--- config.mk ---
export PLATFORM = sky130hd
export DESIGN_NAME = ac_line_frequency_monitor_top
export DESIGN_NICKNAME = d
export VERILOG_FILES = /design/src/hdl/acfm_pkg.sv /design/src/hdl/ac_line_frequency_monitor_top.sv /design/src/hdl/acfm_regs.sv /design/src/hdl/acfm_core.sv
export VERILOG_INCLUDE_DIRS = /design/src /design/src/hdl
export SDC_FILE = /design/constraint.sdc
export NUM_CORES = 1
export LEC_CHECK = 0
export BUFFER_PORTS_ARGS = -buffer_cell sky130_fd_sc_hd__buf_4
export CORE_MARGIN = 1
export CORE_UTILIZATION = 40
export DETAILED_ROUTE_END_ITERATION = 8
export GPL_ROUTABILITY_DRIVEN = 1
export SLEW_MARGIN = 20
export SYNTH_ARGS = -nofsm -noshare
export SYNTH_HDL_FRONTEND = slang
export SYNTH_SLANG_ARGS = --single-unit
--- constraint.sdc ---
create_clock -name clk -period 3.6 [get_ports clk]
set_clock_uncertainty 0.05 [all_clocks]
set_input_delay 0.36 -clock clk [delete_from_list [all_inputs] [get_ports clk]]
set_output_delay 0.36 -clock clk [all_outputs]
set_load 0.02 [all_outputs]
--- src/hdl/ac_line_frequency_monitor_top_assert.svh ---
// ----------------------------------------------------------------------------
// AC line frequency monitor assertion macros
// Concurrent assertion wrappers, compiled out when SYNTH is defined.
// ----------------------------------------------------------------------------
`ifndef AC_LINE_FREQUENCY_MONITOR_TOP_ASSERT_SVH
`define AC_LINE_FREQUENCY_MONITOR_TOP_ASSERT_SVH

`ifndef SYNTH

// same-cycle implication
`define ACFM_ASSERT_IMP(lbl, clk_s, rstn_s, ante, cons) \
  lbl: assert property (@(posedge clk_s) disable iff (!(rstn_s)) (ante) |-> (cons)) \
    else $error("acfm assertion failed");

// next-cycle implication
`define ACFM_ASSERT_NXT(lbl, clk_s, rstn_s, ante, cons) \
  lbl: assert property (@(posedge clk_s) disable iff (!(rstn_s)) (ante) |=> (cons)) \
    else $error("acfm assertion failed");

`else

`define ACFM_ASSERT_IMP(lbl, clk_s, rstn_s, ante, cons)
`define ACFM_ASSERT_NXT(lbl, clk_s, rstn_s, ante, cons)

`endif

`endif

--- src/hdl/acfm_pkg.sv ---
// ----------------------------------------------------------------------------
// acfm_pkg
// Shared types and constants of the AC line frequency monitor.
// ----------------------------------------------------------------------------
`timescale 1ns / 1ps
`default_nettype none

package acfm_pkg;

  localparam int unsigned CntW  = 16;
  localparam int unsigned BadW  = 8;
  localparam int unsigned DataW = 32;
  localparam int unsigned AddrW = 5;
  localparam int unsigned IdxW  = 3;

  localparam logic [CntW-1:0] CNT_MAX = {CntW{1'b1}};
  localparam logic [BadW-1:0] BAD_MAX = {BadW{1'b1}};

  // register indexes
  localparam logic [IdxW-1:0] REG_WINDOW_TICKS   = 3'd0;
  localparam logic [IdxW-1:0] REG_MIN_TOGGLES    = 3'd1;
  localparam logic [IdxW-1:0] REG_MAX_TOGGLES    = 3'd2;
  localparam logic [IdxW-1:0] REG_PERSIST_LIMIT  = 3'd3;
  localparam logic [IdxW-1:0] REG_EXPECTED_TICKS = 3'd4;
  localparam logic [IdxW-1:0] REG_TICK_TOLERANCE = 3'd5;

  // reset values
  localparam logic [CntW-1:0] RST_WINDOW_TICKS   = 16'd1000;
  localparam logic [CntW-1:0] RST_MIN_TOGGLES    = 16'd90;
  localparam logic [CntW-1:0] RST_MAX_TOGGLES    = 16'd130;
  localparam logic [BadW-1:0] RST_PERSIST_LIMIT  = 8'd12;
  localparam logic [CntW-1:0] RST_EXPECTED_TICKS = 16'd1000;
  localparam logic [CntW-1:0] RST_TICK_TOLERANCE = 16'd10;

  // item opcodes
  localparam logic OP_TICK    = 1'b0;
  localparam logic OP_MONITOR = 1'b1;

  typedef struct packed {
    logic [CntW-1:0] window_ticks;
    logic [CntW-1:0] min_toggles;
    logic [CntW-1:0] max_toggles;
    logic [BadW-1:0] persist_limit;
    logic [CntW-1:0] expected_ticks;
    logic [CntW-1:0] tick_tolerance;
  } acfm_cfg_t;

  typedef struct packed {
    logic op;
    logic line_level;
    logic skip_check;
  } acfm_item_t;

  typedef struct packed {
    logic after_cross;
    logic window_end;
    logic freq_error;
    logic freq_fault_clear;
    logic tick_fault;
  } acfm_res_t;

endpackage

`default_nettype wire

--- src/hdl/ac_line_frequency_monitor_top.sv ---
// ----------------------------------------------------------------------------
// ac_line_frequency_monitor_top
// AC line frequency window monitor: tick/monitor items in, one result out.
// ----------------------------------------------------------------------------
//  channel  | ports                                        | role
//  ---------+----------------------------------------------+--------------
//  in       | in_valid, in_stall, in_op, in_line_level,    | item input
//           | in_skip_check                                |
//  out      | out_valid, out_stall, out_after_cross, ...   | one result/item
//  cfg      | psel, penable, pwrite, paddr, pwdata, prdata | APB registers
//
//  One item per cycle unless out_stall holds the result; an item passes the
//  input register and the result register, set by the single update pass.
//  Synchronous active-low reset clears the state and the valid flags;
//  registers return to their defaults with no clearing pass.
//  A stalled result holds the result register; the input register then
//  holds one more item and in_stall rises until the result transfer happens.
// ----------------------------------------------------------------------------
`timescale 1ns / 1ps
`default_nettype none
`include "ac_line_frequency_monitor_top_assert.svh"

module ac_line_frequency_monitor_top (
  input  wire logic                       clk,
  input  wire logic                       rst_n,
  input  wire logic                       in_valid,
  output logic                            in_stall,
  input  wire logic                       in_op,
  input  wire logic                       in_line_level,
  input  wire logic                       in_skip_check,
  output logic                            out_valid,
  input  wire logic                       out_stall,
  output logic                            out_after_cross,
  output logic                            out_window_end,
  output logic                            out_freq_error,
  output logic                            out_freq_fault_clear,
  output logic                            out_tick_fault,
  input  wire logic                       psel,
  input  wire logic                       penable,
  input  wire logic                       pwrite,
  input  wire logic [acfm_pkg::AddrW-1:0] paddr,
  input  wire logic [acfm_pkg::DataW-1:0] pwdata,
  output logic      [acfm_pkg::DataW-1:0] prdata,
  output logic                            pready
);
  import acfm_pkg::*;

  acfm_cfg_t  cfg;
  acfm_item_t item_r;
  logic       item_valid_r;
  logic       core_ready;
  acfm_res_t  res;

  assign in_stall = item_valid_r && !core_ready;

  always_ff @(posedge clk) begin
    if (!rst_n) begin
      item_valid_r <= 1'b0;
    end else if (!in_stall) begin
      item_valid_r <= in_valid;
    end
  end

  always_ff @(posedge clk) begin
    if (!in_stall && in_valid) begin
      item_r <= '{op: in_op, line_level: in_line_level, skip_check: in_skip_check};
    end
  end

  acfm_regs u_regs (
    .clk     (clk),
    .rst_n   (rst_n),
    .psel    (psel),
    .penable (penable),
    .pwrite  (pwrite),
    .paddr   (paddr),
    .pwdata  (pwdata),
    .prdata  (prdata),
    .pready  (pready),
    .cfg     (cfg)
  );

  acfm_core u_core (
    .clk        (clk),
    .rst_n      (rst_n),
    .cfg        (cfg),
    .item_valid (item_valid_r),
    .item       (item_r),
    .ready      (core_ready),
    .res_valid  (out_valid),
    .res        (res),
    .res_stall  (out_stall)
  );

  assign out_after_cross      = res.after_cross;
  assign out_window_end       = res.window_end;
  assign out_freq_error       = res.freq_error;
  assign out_freq_fault_clear = res.freq_fault_clear;
  assign out_tick_fault       = res.tick_fault;

  // input side only backs up behind a held result
  `ACFM_ASSERT_IMP(a_stall_cause, clk, rst_n, in_stall,
                   item_valid_r && out_valid && out_stall)
  // a staged item always lands in the result register
  `ACFM_ASSERT_NXT(a_stage_to_out, clk, rst_n, item_valid_r && !in_stall, out_valid)
  // tick fault only from a monitor event, which never touches window fields
  `ACFM_ASSERT_IMP(a_tick_fault_excl, clk, rst_n, out_valid && out_tick_fault,
                   !out_after_cross && !out_window_end && !out_freq_fault_clear)
  // a fault clear comes with a window close and a cleared flag
  `ACFM_ASSERT_IMP(a_clear_consistent, clk, rst_n, out_valid && out_freq_fault_clear,
                   out_window_end && !out_freq_error)

endmodule

`default_nettype wire

--- src/hdl/acfm_regs.sv ---
// ----------------------------------------------------------------------------
// acfm_regs
// APB-style configuration registers of the AC line frequency monitor.
// ----------------------------------------------------------------------------
`timescale 1ns / 1ps
`default_nettype none

module acfm_regs (
  input  wire logic                      clk,
  input  wire logic                      rst_n,
  input  wire logic                      psel,
  input  wire logic                      penable,
  input  wire logic                      pwrite,
  input  wire logic [acfm_pkg::AddrW-1:0] paddr,
  input  wire logic [acfm_pkg::DataW-1:0] pwdata,
  output logic      [acfm_pkg::DataW-1:0] prdata,
  output logic                           pready,
  output acfm_pkg::acfm_cfg_t            cfg
);
  import acfm_pkg::*;

  acfm_cfg_t       cfg_r;
  acfm_cfg_t       cfg_nxt;
  logic [IdxW-1:0] idx;
  logic            wr_en;

  assign idx    = paddr[AddrW-1:2];
  assign wr_en  = psel && penable && pwrite;
  assign pready = 1'b1;
  assign cfg    = cfg_r;

  always_comb begin
    cfg_nxt = cfg_r;
    if (wr_en) begin
      unique case (idx)
        REG_WINDOW_TICKS:   cfg_nxt.window_ticks   = pwdata[CntW-1:0];
        REG_MIN_TOGGLES:    cfg_nxt.min_toggles    = pwdata[CntW-1:0];
        REG_MAX_TOGGLES:    cfg_nxt.max_toggles    = pwdata[CntW-1:0];
        REG_PERSIST_LIMIT:  cfg_nxt.persist_limit  = pwdata[BadW-1:0];
        REG_EXPECTED_TICKS: cfg_nxt.expected_ticks = pwdata[CntW-1:0];
        REG_TICK_TOLERANCE: cfg_nxt.tick_tolerance = pwdata[CntW-1:0];
        default:            cfg_nxt = cfg_r;
      endcase
    end
  end

  always_ff @(posedge clk) begin
    if (!rst_n) begin
      cfg_r.window_ticks   <= RST_WINDOW_TICKS;
      cfg_r.min_toggles    <= RST_MIN_TOGGLES;
      cfg_r.max_toggles    <= RST_MAX_TOGGLES;
      cfg_r.persist_limit  <= RST_PERSIST_LIMIT;
      cfg_r.expected_ticks <= RST_EXPECTED_TICKS;
      cfg_r.tick_tolerance <= RST_TICK_TOLERANCE;
    end else begin
      cfg_r <= cfg_nxt;
    end
  end

  always_comb begin
    unique case (idx)
      REG_WINDOW_TICKS:   prdata = {{(DataW-CntW){1'b0}}, cfg_r.window_ticks};
      REG_MIN_TOGGLES:    prdata = {{(DataW-CntW){1'b0}}, cfg_r.min_toggles};
      REG_MAX_TOGGLES:    prdata = {{(DataW-CntW){1'b0}}, cfg_r.max_toggles};
      REG_PERSIST_LIMIT:  prdata = {{(DataW-BadW){1'b0}}, cfg_r.persist_limit};
      REG_EXPECTED_TICKS: prdata = {{(DataW-CntW){1'b0}}, cfg_r.expected_ticks};
      REG_TICK_TOLERANCE: prdata = {{(DataW-CntW){1'b0}}, cfg_r.tick_tolerance};
      default:            prdata = '0;
    endcase
  end

endmodule

`default_nettype wire

--- src/hdl/acfm_core.sv ---
// ----------------------------------------------------------------------------
// acfm_core
// Monitor state, per-item update logic and the result register.
// ----------------------------------------------------------------------------
`timescale 1ns / 1ps
`default_nettype none

module acfm_core (
  input  wire logic                 clk,
  input  wire logic                 rst_n,
  input  wire acfm_pkg::acfm_cfg_t  cfg,
  input  wire logic                 item_valid,
  input  wire acfm_pkg::acfm_item_t item,
  output logic                      ready,
  output logic                      res_valid,
  output acfm_pkg::acfm_res_t       res,
  input  wire logic                 res_stall
);
  import acfm_pkg::*;

  logic            last_level_r, last_level_nxt;
  logic            blank_r, blank_nxt;
  logic [CntW-1:0] toggle_r, toggle_nxt;
  logic [CntW-1:0] window_r, window_nxt;
  logic [BadW-1:0] bad_r, bad_nxt;
  logic            err_r, err_nxt;
  logic [CntW-1:0] tick_r, tick_nxt;
  logic            res_valid_r;
  acfm_res_t       res_r, res_nxt;

  logic [CntW-1:0] toggle_inc;
  logic [CntW-1:0] window_inc;
  logic [BadW-1:0] bad_inc;
  logic            bad_win;
  logic [CntW:0]   tick_plus_tol;
  logic [CntW:0]   exp_plus_tol;
  logic            take;

  assign ready     = !res_valid_r || !res_stall;
  assign take      = item_valid && ready;
  assign res_valid = res_valid_r;
  assign res       = res_r;

  assign tick_plus_tol = {1'b0, tick_r} + {1'b0, cfg.tick_tolerance};
  assign exp_plus_tol  = {1'b0, cfg.expected_ticks} + {1'b0, cfg.tick_tolerance};
  assign window_inc    = (window_r != CNT_MAX) ? window_r + 1'b1 : window_r;

  always_comb begin
    last_level_nxt = last_level_r;
    blank_nxt      = blank_r;
    toggle_nxt     = toggle_r;
    window_nxt     = window_r;
    bad_nxt        = bad_r;
    err_nxt        = err_r;
    tick_nxt       = tick_r;
    res_nxt        = '0;
    toggle_inc     = toggle_r;
    bad_inc        = (bad_r != BAD_MAX) ? bad_r + 1'b1 : bad_r;
    bad_win        = 1'b0;

    unique case (item.op)
      OP_TICK: begin
        // one blanked tick after each detected change
        if (blank_r) begin
          blank_nxt           = 1'b0;
          res_nxt.after_cross = 1'b1;
        end else if (item.line_level != last_level_r) begin
          last_level_nxt = item.line_level;
          blank_nxt      = 1'b1;
          if (toggle_r != CNT_MAX) begin
            toggle_inc = toggle_r + 1'b1;
          end
        end
        toggle_nxt = toggle_inc;
        window_nxt = window_inc;

        if (window_inc >= cfg.window_ticks) begin
          res_nxt.window_end = 1'b1;
          bad_win = (toggle_inc < cfg.min_toggles) || (toggle_inc > cfg.max_toggles);
          if (bad_win) begin
            bad_nxt = bad_inc;
            if (bad_inc > cfg.persist_limit) begin
              err_nxt = 1'b1;
            end
          end else begin
            res_nxt.freq_fault_clear = 1'b1;
            err_nxt = 1'b0;
            bad_nxt = '0;
          end
          window_nxt = '0;
          toggle_nxt = '0;
        end

        if (tick_r != CNT_MAX) begin
          tick_nxt = tick_r + 1'b1;
        end
      end
      OP_MONITOR: begin
        // lower bound below zero never trips: compare tick + tol against expected
        if (!item.skip_check) begin
          res_nxt.tick_fault = (tick_plus_tol < {1'b0, cfg.expected_ticks}) ||
                               ({1'b0, tick_r} > exp_plus_tol);
        end
        tick_nxt = '0;
      end
      default: ;
    endcase

    res_nxt.freq_error = err_nxt;
  end

  always_ff @(posedge clk) begin
    if (!rst_n) begin
      last_level_r <= 1'b0;
      blank_r      <= 1'b0;
      toggle_r     <= '0;
      window_r     <= '0;
      bad_r        <= '0;
      err_r        <= 1'b0;
      tick_r       <= '0;
      res_valid_r  <= 1'b0;
    end else begin
      if (take) begin
        last_level_r <= last_level_nxt;
        blank_r      <= blank_nxt;
        toggle_r     <= toggle_nxt;
        window_r     <= window_nxt;
        bad_r        <= bad_nxt;
        err_r        <= err_nxt;
        tick_r       <= tick_nxt;
      end
      if (ready) begin
        res_valid_r <= item_valid;
      end
    end
  end

  always_ff @(posedge clk) begin
    if (take) begin
      res_r <= res_nxt;
    end
  end

endmodule

`default_nettype wire

# After elaboration in Yosys (flattened, before gate mapping)
# Index checks and enable logic that the tools add are counted.
dict set report totals {
  latch_bits 0
  elab_cells 95
  in_bits 47
  memories 0
  output_inout_bits 40
  register_bits 157
  ram_bits 0
  mem_bits_ro 0
}
dict set report classes {
  bitwise_logic 3
  n_addsub 6
  mux 21
  n_eq_ne 11
  div_mod_pow 0
  shift 0
  n_mul 0
  order_cmp 6
  reduce_logical 25
}
# operator count
set op_table {}
lappend op_table {{16-bit two-way mux} 8}
lappend op_table {{16-bit case mux with 6 select lines} 1}
lappend op_table {{16-bit by 1-bit adder with 16-bit output, second input constant} 3}
lappend op_table {{16-bit != test, second input constant} 3}
lappend op_table {{16-bit by 16-bit adder with 17-bit output} 2}
lappend op_table {{16-bit case mux with 2 select lines} 1}
lappend op_table {{16-bit by 17-bit greater-than comparator with 1-bit output} 1}
lappend op_table {{17-bit by 16-bit < comparator with 1-bit output} 1}
lappend op_table {{16-bit greater-or-equal comparator} 1}
lappend op_table {{16-bit greater-than comparator} 1}
lappend op_table {{16-bit < comparator} 1}
lappend op_table {{8-bit two-way mux} 2}
lappend op_table {{2-bit AND reduction} 8}
lappend op_table {{1-bit two-way mux} 9}
lappend op_table {{8-bit by 1-bit adder with 8-bit output, second input constant} 1}
lappend op_table {{8-bit greater-than comparator} 1}
lappend op_table {{8-bit != test, second input constant} 1}
lappend op_table {{3-bit by 2-bit equality test with 1-bit output, second input constant} 2}
lappend op_table {{3-bit equality test, second input constant} 2}
lappend op_table {{1-bit logical AND} 5}
lappend op_table {{1-bit logical NOT} 4}
lappend op_table {{4-bit AND reduction} 1}
lappend op_table {{2-bit OR reduction} 2}
lappend op_table {{3-bit by 1-bit equality test with 1-bit output, second input constant} 1}
lappend op_table {{6 further kinds} 10}

# Depth between registers and ports, before layout
# Gate-level depths: netlist (run 1).
dict set report depth {
  depth_word 10
  mapped_depth 19
  depth_no_buf 17
}

# Cells and area by module
# From an unflattened synthesis (run 1), not the netlist that was laid out.
dict set report hier_totals {
  hier_cells 1328
  hier_area_um2 11278.3
}
# module n_inst cells_per_inst area_per_inst_um2
set modules_own_cells {}
lappend modules_own_cells {acfm_core 1 876 6927.9}
lappend modules_own_cells {acfm_regs 1 445 4212.8}
lappend modules_own_cells {ac_line_frequency_monitor_top 1 7 137.6}

# Worst setup path before layout (run 1)
# Ideal clock, no wire load.
dict set report synth_timing {
  path_type {register to register}
  from {reg u_core.window_r[0]}
  to {reg u_core.window_r[7]}
  stages_incl_launch_ff 20
  slack_ns -0.183
  arrival_ns 3.640
  cell_sequence {dfxtp_1 ha_1 and2_1 clkbuf_1 nand4_1 or3_4 and2_4 and3_4 xor2_1 ha_1 nand4_1 nor2_1 a2111oi_0 o21ai_0 o21ai_1 and2_1 buf_2 nand2_1 clkbuf_1 o32ai_1}
}
dict set report synth_between {
  elab_chain_cells 4
  word_cells_on_any_way 5
  cone_classes {add/sub: 1; order compare: 1; eq/ne: 1; mux: 2}
}
# item line_no
set synth_lines {}
lappend synth_lines {{start, declared} acfm_core.sv:24} ;# logic [CntW-1:0] window_r, window_nxt;
lappend synth_lines {{start signal, assigned} acfm_core.sv:127} ;# window_r <= window_nxt;
lappend synth_lines {{16-bit by 1-bit adder with 16-bit output or 16-bit != test (tied branches)} acfm_core.sv:46} ;# assign window_inc = (window_r != CNT_MAX) ? window_r + 1'b1 : window_r;
lappend synth_lines {{16-bit two-way mux (*)} acfm_core.sv:46}
lappend synth_lines {{16-bit greater-or-equal comparator} acfm_core.sv:77} ;# if (window_inc >= cfg.window_ticks) begin
lappend synth_lines {{16-bit two-way mux (*)} acfm_core.sv:77}
# Every way passes the cells marked *; elsewhere a longest branch is shown, timed or not.
# A chain may end at the register's enable or synchronous reset.

# Final worst setup path (run 1)
dict set report layout_timing {
  from {reg u_core.window_r[5]}
  to {reg u_core.toggle_r[7]}
}
dict set report layout_between {
  elab_chain_cells 4
  word_cells_on_any_way 5
  cone_classes {add/sub: 1; order compare: 1; eq/ne: 1; mux: 2}
}
# item line_no
set layout_lines {}
lappend layout_lines {{16-bit by 1-bit adder with 16-bit output or 16-bit != test (tied branches)} acfm_core.sv:46}
lappend layout_lines {{16-bit two-way mux (*)} acfm_core.sv:46}
lappend layout_lines {{16-bit greater-or-equal comparator (*)} acfm_core.sv:77}
lappend layout_lines {{16-bit two-way mux (*)} acfm_core.sv:77}
lappend layout_lines {{end signal, assigned} acfm_core.sv:126} ;# toggle_r <= toggle_nxt;
lappend layout_lines {{end, declared} acfm_core.sv:23} ;# logic [CntW-1:0] toggle_r, toggle_nxt;
# Marked as above.

==> results of run 1 <==
cell families (layout without fill, tap and decap cells):
kind of cell,Yosys count,count (layout)
other,2,17
multiplexers,38,38
flip-flops,157,157
AO/OA/AOI/OAI,332,332
adder cells (fa/ha/maj),124,124
AND/OR/NAND/NOR,503,503
XOR/XNOR,68,68
buffers and inverters,166,313
state kept, by name, indices dropped and copies added (netlist names):
name and count:
item_r 3, item_valid_r 1, u_core.bad_r 8, u_core.blank_r 1, u_core.err_r 1, u_core.last_level_r 1
u_core.res 5, u_core.res_valid 1, u_core.tick_r 16, u_core.toggle_r 16, u_core.window_r 16, u_regs.cfg 88
final timing paths:
check / start / endpoint
worst min register to register: u_regs.cfg[50] / u_regs.cfg[50]
worst max register to register: u_core.window_r[5] / u_core.toggle_r[7]
worst max-delay path: u_core.window_r[5] / u_core.toggle_r[7]
worst min-delay path: in_line_level / item_r[1]
timing repair:
action	4_1_cts	5_1_grt
cloned	2	0
setup endpoints to repair	45	45
buffers inserted	3	6
hold buffers	0	0
pin swaps	30	34
gates resized for setup	43	70
per-stage QoR:
stage | utilization | hold WS, ns | TNS [ns] | cells
2_1_floorplan | - | 0.393 | 0 | 1405
4_1_cts | 0.496 | 0.0433 | -0.710 | 1887
6_report | 0.509 | 0.0567 | -1.21 | 1893
5_1_grt | 0.509 | 0.0435 | -7.12 | 1893
3_3_place_gp | 0.466 | 0.402 | -5.15 | 1850
3_5_place_dp | 0.466 | 0.410 | -6.37 | 1850
worst register-to-register path, delay by kind of cell (launching register included):
kind            cells  cell delay [ns]
flops               1             0.33
fa+ha+maj           1             0.29
buf+inv             1             0.18
xor+xnor            1             0.14
compound gates      4             0.86
simple gates       10             1.76
final cells by class:
cell class / count / area, µm² / share of cell area
clock buffer: 17 / 425 / 0.0309
sequential: 157 / 3240 / 0.235
multi-input combinational: 1082 / 7650 / 0.556
clock inverter: 15 / 174 / 0.0126
inverter: 86 / 323 / 0.0235
tap: 341 / 427 / 0.0310
timing repair buffer: 195 / 1520 / 0.111
report_power, final:
group	leakage, nW	internal (mW)	total [mW]	switching, mW
combinational	4.17	0.132	0.358	0.226
clock	0.286	0.938	1.84	0.907
sequential	1.28	1.77	1.78	0.0167
total	5.74	2.84	3.99	1.15
layer usage:
| layer | wire length (µm) | track usage | up-vias |
|---|---|---|---|
| met5 | 0 | 0 | - |
| met4 | 944 | 0.0905 | 0 |
| met3 | 1610 | 0.0374 | 46 |
| met2 | 15800 | 0.388 | 274 |
| met1 | 16100 | 0.331 | 4895 |
| li1 | - | - | 5191 |
Yosys cell counts, types with 20 or more instances:
master | n | area share
a21boi_0 | 55 | 0.037
a21oi_1 | 91 | 0.041
clkbuf_1 | 53 | 0.018
dfxtp_1 | 149 | 0.27
ha_1 | 122 | 0.14
inv_1 | 85 | 0.029
mux2i_1 | 29 | 0.026
nand2_1 | 221 | 0.075
nand3_1 | 56 | 0.025
nand4_1 | 34 | 0.019
nor2_1 | 76 | 0.026
nor2b_1 | 26 | 0.015
nor3_1 | 20 | 0.0090
o211ai_1 | 26 | 0.018
o21a_1 | 20 | 0.014
o21ai_0 | 44 | 0.020
o22ai_1 | 20 | 0.011
xnor2_1 | 38 | 0.030
xor2_1 | 29 | 0.023
==> impl_metrics.yaml, run 1 <==
timing:
  fmax_mhz: 273
  setup_viol: 37
  setup_ws_ns: -0.0684
  fin_crit_sh: 1.02
  worst_pin_slew_ns: 1.05
  final_max_slew_viol_count: 0
  rsz0062_at_grt: "true"
  slew_headroom: 0.298
  min_period_ns: 3.67
  hold_violations: 0
critical_path:
  crit_required_ns: 3.92
  cp.depth: 17
  cp-end-kind: "register"
  path_class: "register to register"
  path_cells: "and3_4, and3_4, nand4_1, or3_4, and2_4, and3_4, xor2_1, ha_1, nand4_1, nor2_2, a2111oi_2, o21ai_1, o21ai_2, and2_4, buf_12, nand3_1, a21oi_1"
  reg2regPathDepth: 17
  crit_arrival_ns: 3.98
  cpMostUsedCell: "and3_4"
  start_kind: "register"
  slowest_stage: "or3_4"
  critPathMaxStageDelay_ns: 0.34
  path_delay_family: "simple AND/OR/NAND/NOR gates"
  cp_num_buf_inv: 1
  r2r_slack_ns: -0.07
  worstPathMaxFanout: 16
status:
  outcome: "finished, violations left"
  violations: "negative setup slack"
placed_design:
  dp_hpwl_mm: 25.3
  place_area_um2: 12600
  routabilityCongestion: 0.881
  portBuffers: 51
  pre_cts_slack_ns: -0.215
yosys:
  ys_ff_latch: 157
  synthAdderAreaFrac: 0.141
  synth_compound_area_frac: 0.197
  ys_types: 64
  seq_area_frac_synth: 0.291
  synth_edf_count: 8
  yosysWarnings: 0
  synthXorXnorAreaFrac: 0.0545
  synth_top_family_by_area: "simple AND/OR/NAND/NOR gates"
  synthesis.area_um2: 11100
  netlist_instances: 1390
  synth.area.mux_share: 0.0394
  async_flop_share: 0
  ys.flop_type: "dfxtp_1"
  synth-simple-area-share: 0.213
  avgSynthCellArea_um2: 7.97
clocking:
  insertion_delay_ns: 0.45
  cts_made_buffers: 17
  clock_path_buffers: 2
  clkTransAtPathRegs_ns: 0.07
  clockRootBuffer: "clkbuf_16"
  cts.sinks: 157
  h-tree-depth: 4
  cts_tree: "built"
final_layout:
  fill_cells: 2543
  final_common_cell: "nand2_1"
  antenna_cells: 0
  final_layout_size_suffix_gt1_frac: 0.213
  num-nets-final: 1710
  final_cell_mix: "218 x nand2_1, 186 x buf_4, 140 x dfxtp_1, 113 x ha_1, 85 x inv_1"
  fin_area_um2: 13800
  syn2layout_area_growth_pct: 24.3
routing:
  first_pass_iters: 5
  wl_mm: 34.4
  routed_via_density: 5.50
  wl_per_cell_um: 18.2
  drt-initial-drc-count: 666
  drc: 0
  vias: 10406
  antenna_left: 0
die:
  die_h_um: 168
  core-area_um2: 27000
  start_util: 0.410
  dieArea_um2: 28400
  fp.dieW_um: 168
  rows: 60
  num_io_pins: 87
run:
  cap_violations: 0
grt:
  grt_start_max_net_pins: 60
  grtUsageTotal: 0.243
  first_global_vias: 9785
  grt_pass1_wl_mm: 53.5
  gr-total-overflow: 0
  antenna_found_initial: 0
pwr:
  powerDensity_nw_per_um2: 290
  power_mw: 3.99
  peakVddDrop_mv: 0.248
  leakage_nw: 5.74
hold_path:
  min_path_type: "input pin to register"
  worstHoldPathCells: 1
Power figures use the tool's default switching activity.
==> inputs of run 2 (changes only) <==
--- a/config.mk
+++ b/config.mk
@@ -11,6 +11,7 @@
 export CORE_UTILIZATION = 40
 export DETAILED_ROUTE_END_ITERATION = 8
 export GPL_ROUTABILITY_DRIVEN = 1
+export GPL_TIMING_DRIVEN = 0
 export SLEW_MARGIN = 20
 export SYNTH_ARGS = -nofsm -noshare
 export SYNTH_HDL_FRONTEND = slang
==> impl_metrics.yaml, run 2 (synthesized netlist as in run 1, its figures left out) <==
critical_path:
  path_class: "register to register"
  reg2regPathDepth: 17
  cp_num_buf_inv: 1
  start_kind: "register"
  worstPathMaxFanout: 10
  crit_required_ns: 3.74
  slowest_stage: "or3_4"
  crit_arrival_ns: 3.87
  path_delay_family: "simple AND/OR/NAND/NOR gates"
  cpMostUsedCell: "and3_4"
  path_cells: "and3_4, and3_4, nand4_1, or3_4, and2_4, and3_4, xor2_2, ha_1, nand4_1, nor2_2, a2111oi_2, o21ai_1, o21ai_2, nand2_2, clkbuf_4, a21oi_2, nor2_1"
  cp-end-kind: "register"
  cp.depth: 17
  critPathMaxStageDelay_ns: 0.38
final_layout:
  largest_reg_flops: 88
  final_common_cell: "nand2_1"
  fin_area_um2: 13900
  antenna_cells: 0
  fin_util: 0.515
  syn2layout_area_growth_pct: 25.8
  num-nets-final: 1700
  final_layout_size_suffix_gt1_frac: 0.209
  final_cell_mix: "217 x nand2_1, 123 x dfxtp_1, 116 x buf_4, 112 x ha_1, 85 x inv_1"
clocking:
  insertion_delay_ns: 0.44
  cts_tree: "built"
  cts_made_buffers: 17
  h-tree-depth: 4
  clkTransAtPathRegs_ns: 0.08
  hold_buffers: 0
  cts.sinks: 157
  clock_path_buffers: 2
  clockRootBuffer: "clkbuf_16"
pwr:
  power_mw: 4.03
  peakVddDrop_mv: 0.288
  powerDensity_nw_per_um2: 289
  leakage_nw: 5.64
timing:
  fmax_mhz: 268
  setup_viol: 43
  timing.hold.ws_ns: 0.0523
  fin_crit_sh: 1.04
  slew_headroom: 0.402
  worst_pin_slew_ns: 0.897
  setup_ws_ns: -0.129
  hold_violations: 0
  final_max_slew_viol_count: 0
  min_period_ns: 3.73
  rsz0062_at_grt: "true"
  setup_tns_ns: -2.56
routing:
  first_pass_iters: 5
  vias: 10614
  wl_mm: 37.1
  wl_per_cell_um: 19.7
  drc: 0
  antenna_left: 0
  routed_via_density: 5.64
  drt-initial-drc-count: 815
grt:
  grt_start_max_net_pins: 17
  grt_pass1_wl_mm: 56.4
  grtUsageTotal: 0.261
  first_global_vias: 10031
  gr-total-overflow: 0
  antenna_found_initial: 0
run:
  cap_violations: 0
placed_design:
  routabilityCongestion: 0.941
  place_area_um2: 12000
  dp_hpwl_mm: 26.8
  portBuffers: 50
die:
  dieArea_um2: 28400
  die_h_um: 168
  rows: 60
  start_util: 0.410
  core-area_um2: 27000
  fp.dieW_um: 168
  num_io_pins: 87
status:
  outcome: "finished, violations left"
  violations: "negative setup slack"
hold_path:
  worstHoldPathCells: 1
  min_path_type: "input pin to register"
==> run 2: cell types whose count changed in the layout (fill, tap and decap cells not counted), moves of 5 or more <==
cell and change:
o22ai_2 +5, clkbuf_1 +48, a21oi_1 -6, o22ai_1 -5
nand3_1 -6, dfxtp_1 -17, buf_4 -70, dfxtp_4 +8
dfxtp_2 +9, xnor2_1 -6
==> run 2: area by class of cell <==
class	count	area [µm²]
Multi-Input combinational cell	1083	8030
Clock buffer	19	453
Fill cell	2552	13100
Clock inverter	12	126
Sequential cell	157	3280
Buffer	77	433
Tap cell	341	427
Inverter	86	323
Timing Repair Buffer	107	863
==> run 2: worst reg2reg max path: cells and delay by family (launching register included) <==
family,cells,cell delay (ns)
DFF,1,0.35
buffers and inverters,1,0.24
adders and majority gates,1,0.30
AOI/OAI and AO/OA,4,0.87
xor gates and xnor gates,1,0.15
and+or+nand+nor,10,1.52
==> run 2: worst paths after layout <==
path,startpoint,endpoint,slack (ns)
worst max-delay path,u_core.window_r[3],u_core.res[2],-0.13
worst min-delay path,in_line_level,item_r[1],0.05
worst max register to register,u_core.window_r[3],u_core.res[2],-0.13
worst min register to register,u_regs.cfg[50],u_regs.cfg[50],0.42
==> run 2: power breakdown <==
group	internal [mW]	switching (mW)
sequential	1.76	0.0177
combinational	0.146	0.249
clock	1.01	0.842
total	2.92	1.11
==> run 2: layer usage <==
layer | global-route usage | wire [µm] | vias to the layer above | part of all wire
li1 | - | - | 5167 | -
met1 | 0.350 | 16800 | 5037 | 0.45
met2 | 0.411 | 16600 | 336 | 0.45
met3 | 0.0371 | 2250 | 74 | 0.061
met4 | 0.123 | 1520 | 0 | 0.041
met5 | 0 | 0 | - | 0
==> run 2: stage by stage <==
stage,setup WS [ns],instances
CTS,-0.0848,1869
finish,-0.129,1882
global route,-0.276,1882
detailed placement,-0.689,1796
global placement,-0.692,1796
floorplan,0.0223,1405
==> run 2: repair_timing <==
item,in CTS,in global routing
buffers inserted,42,15
resized for setup,133,85
cloned,2,0
pin swaps,53,50
endpoints found under the setup margin,45,45
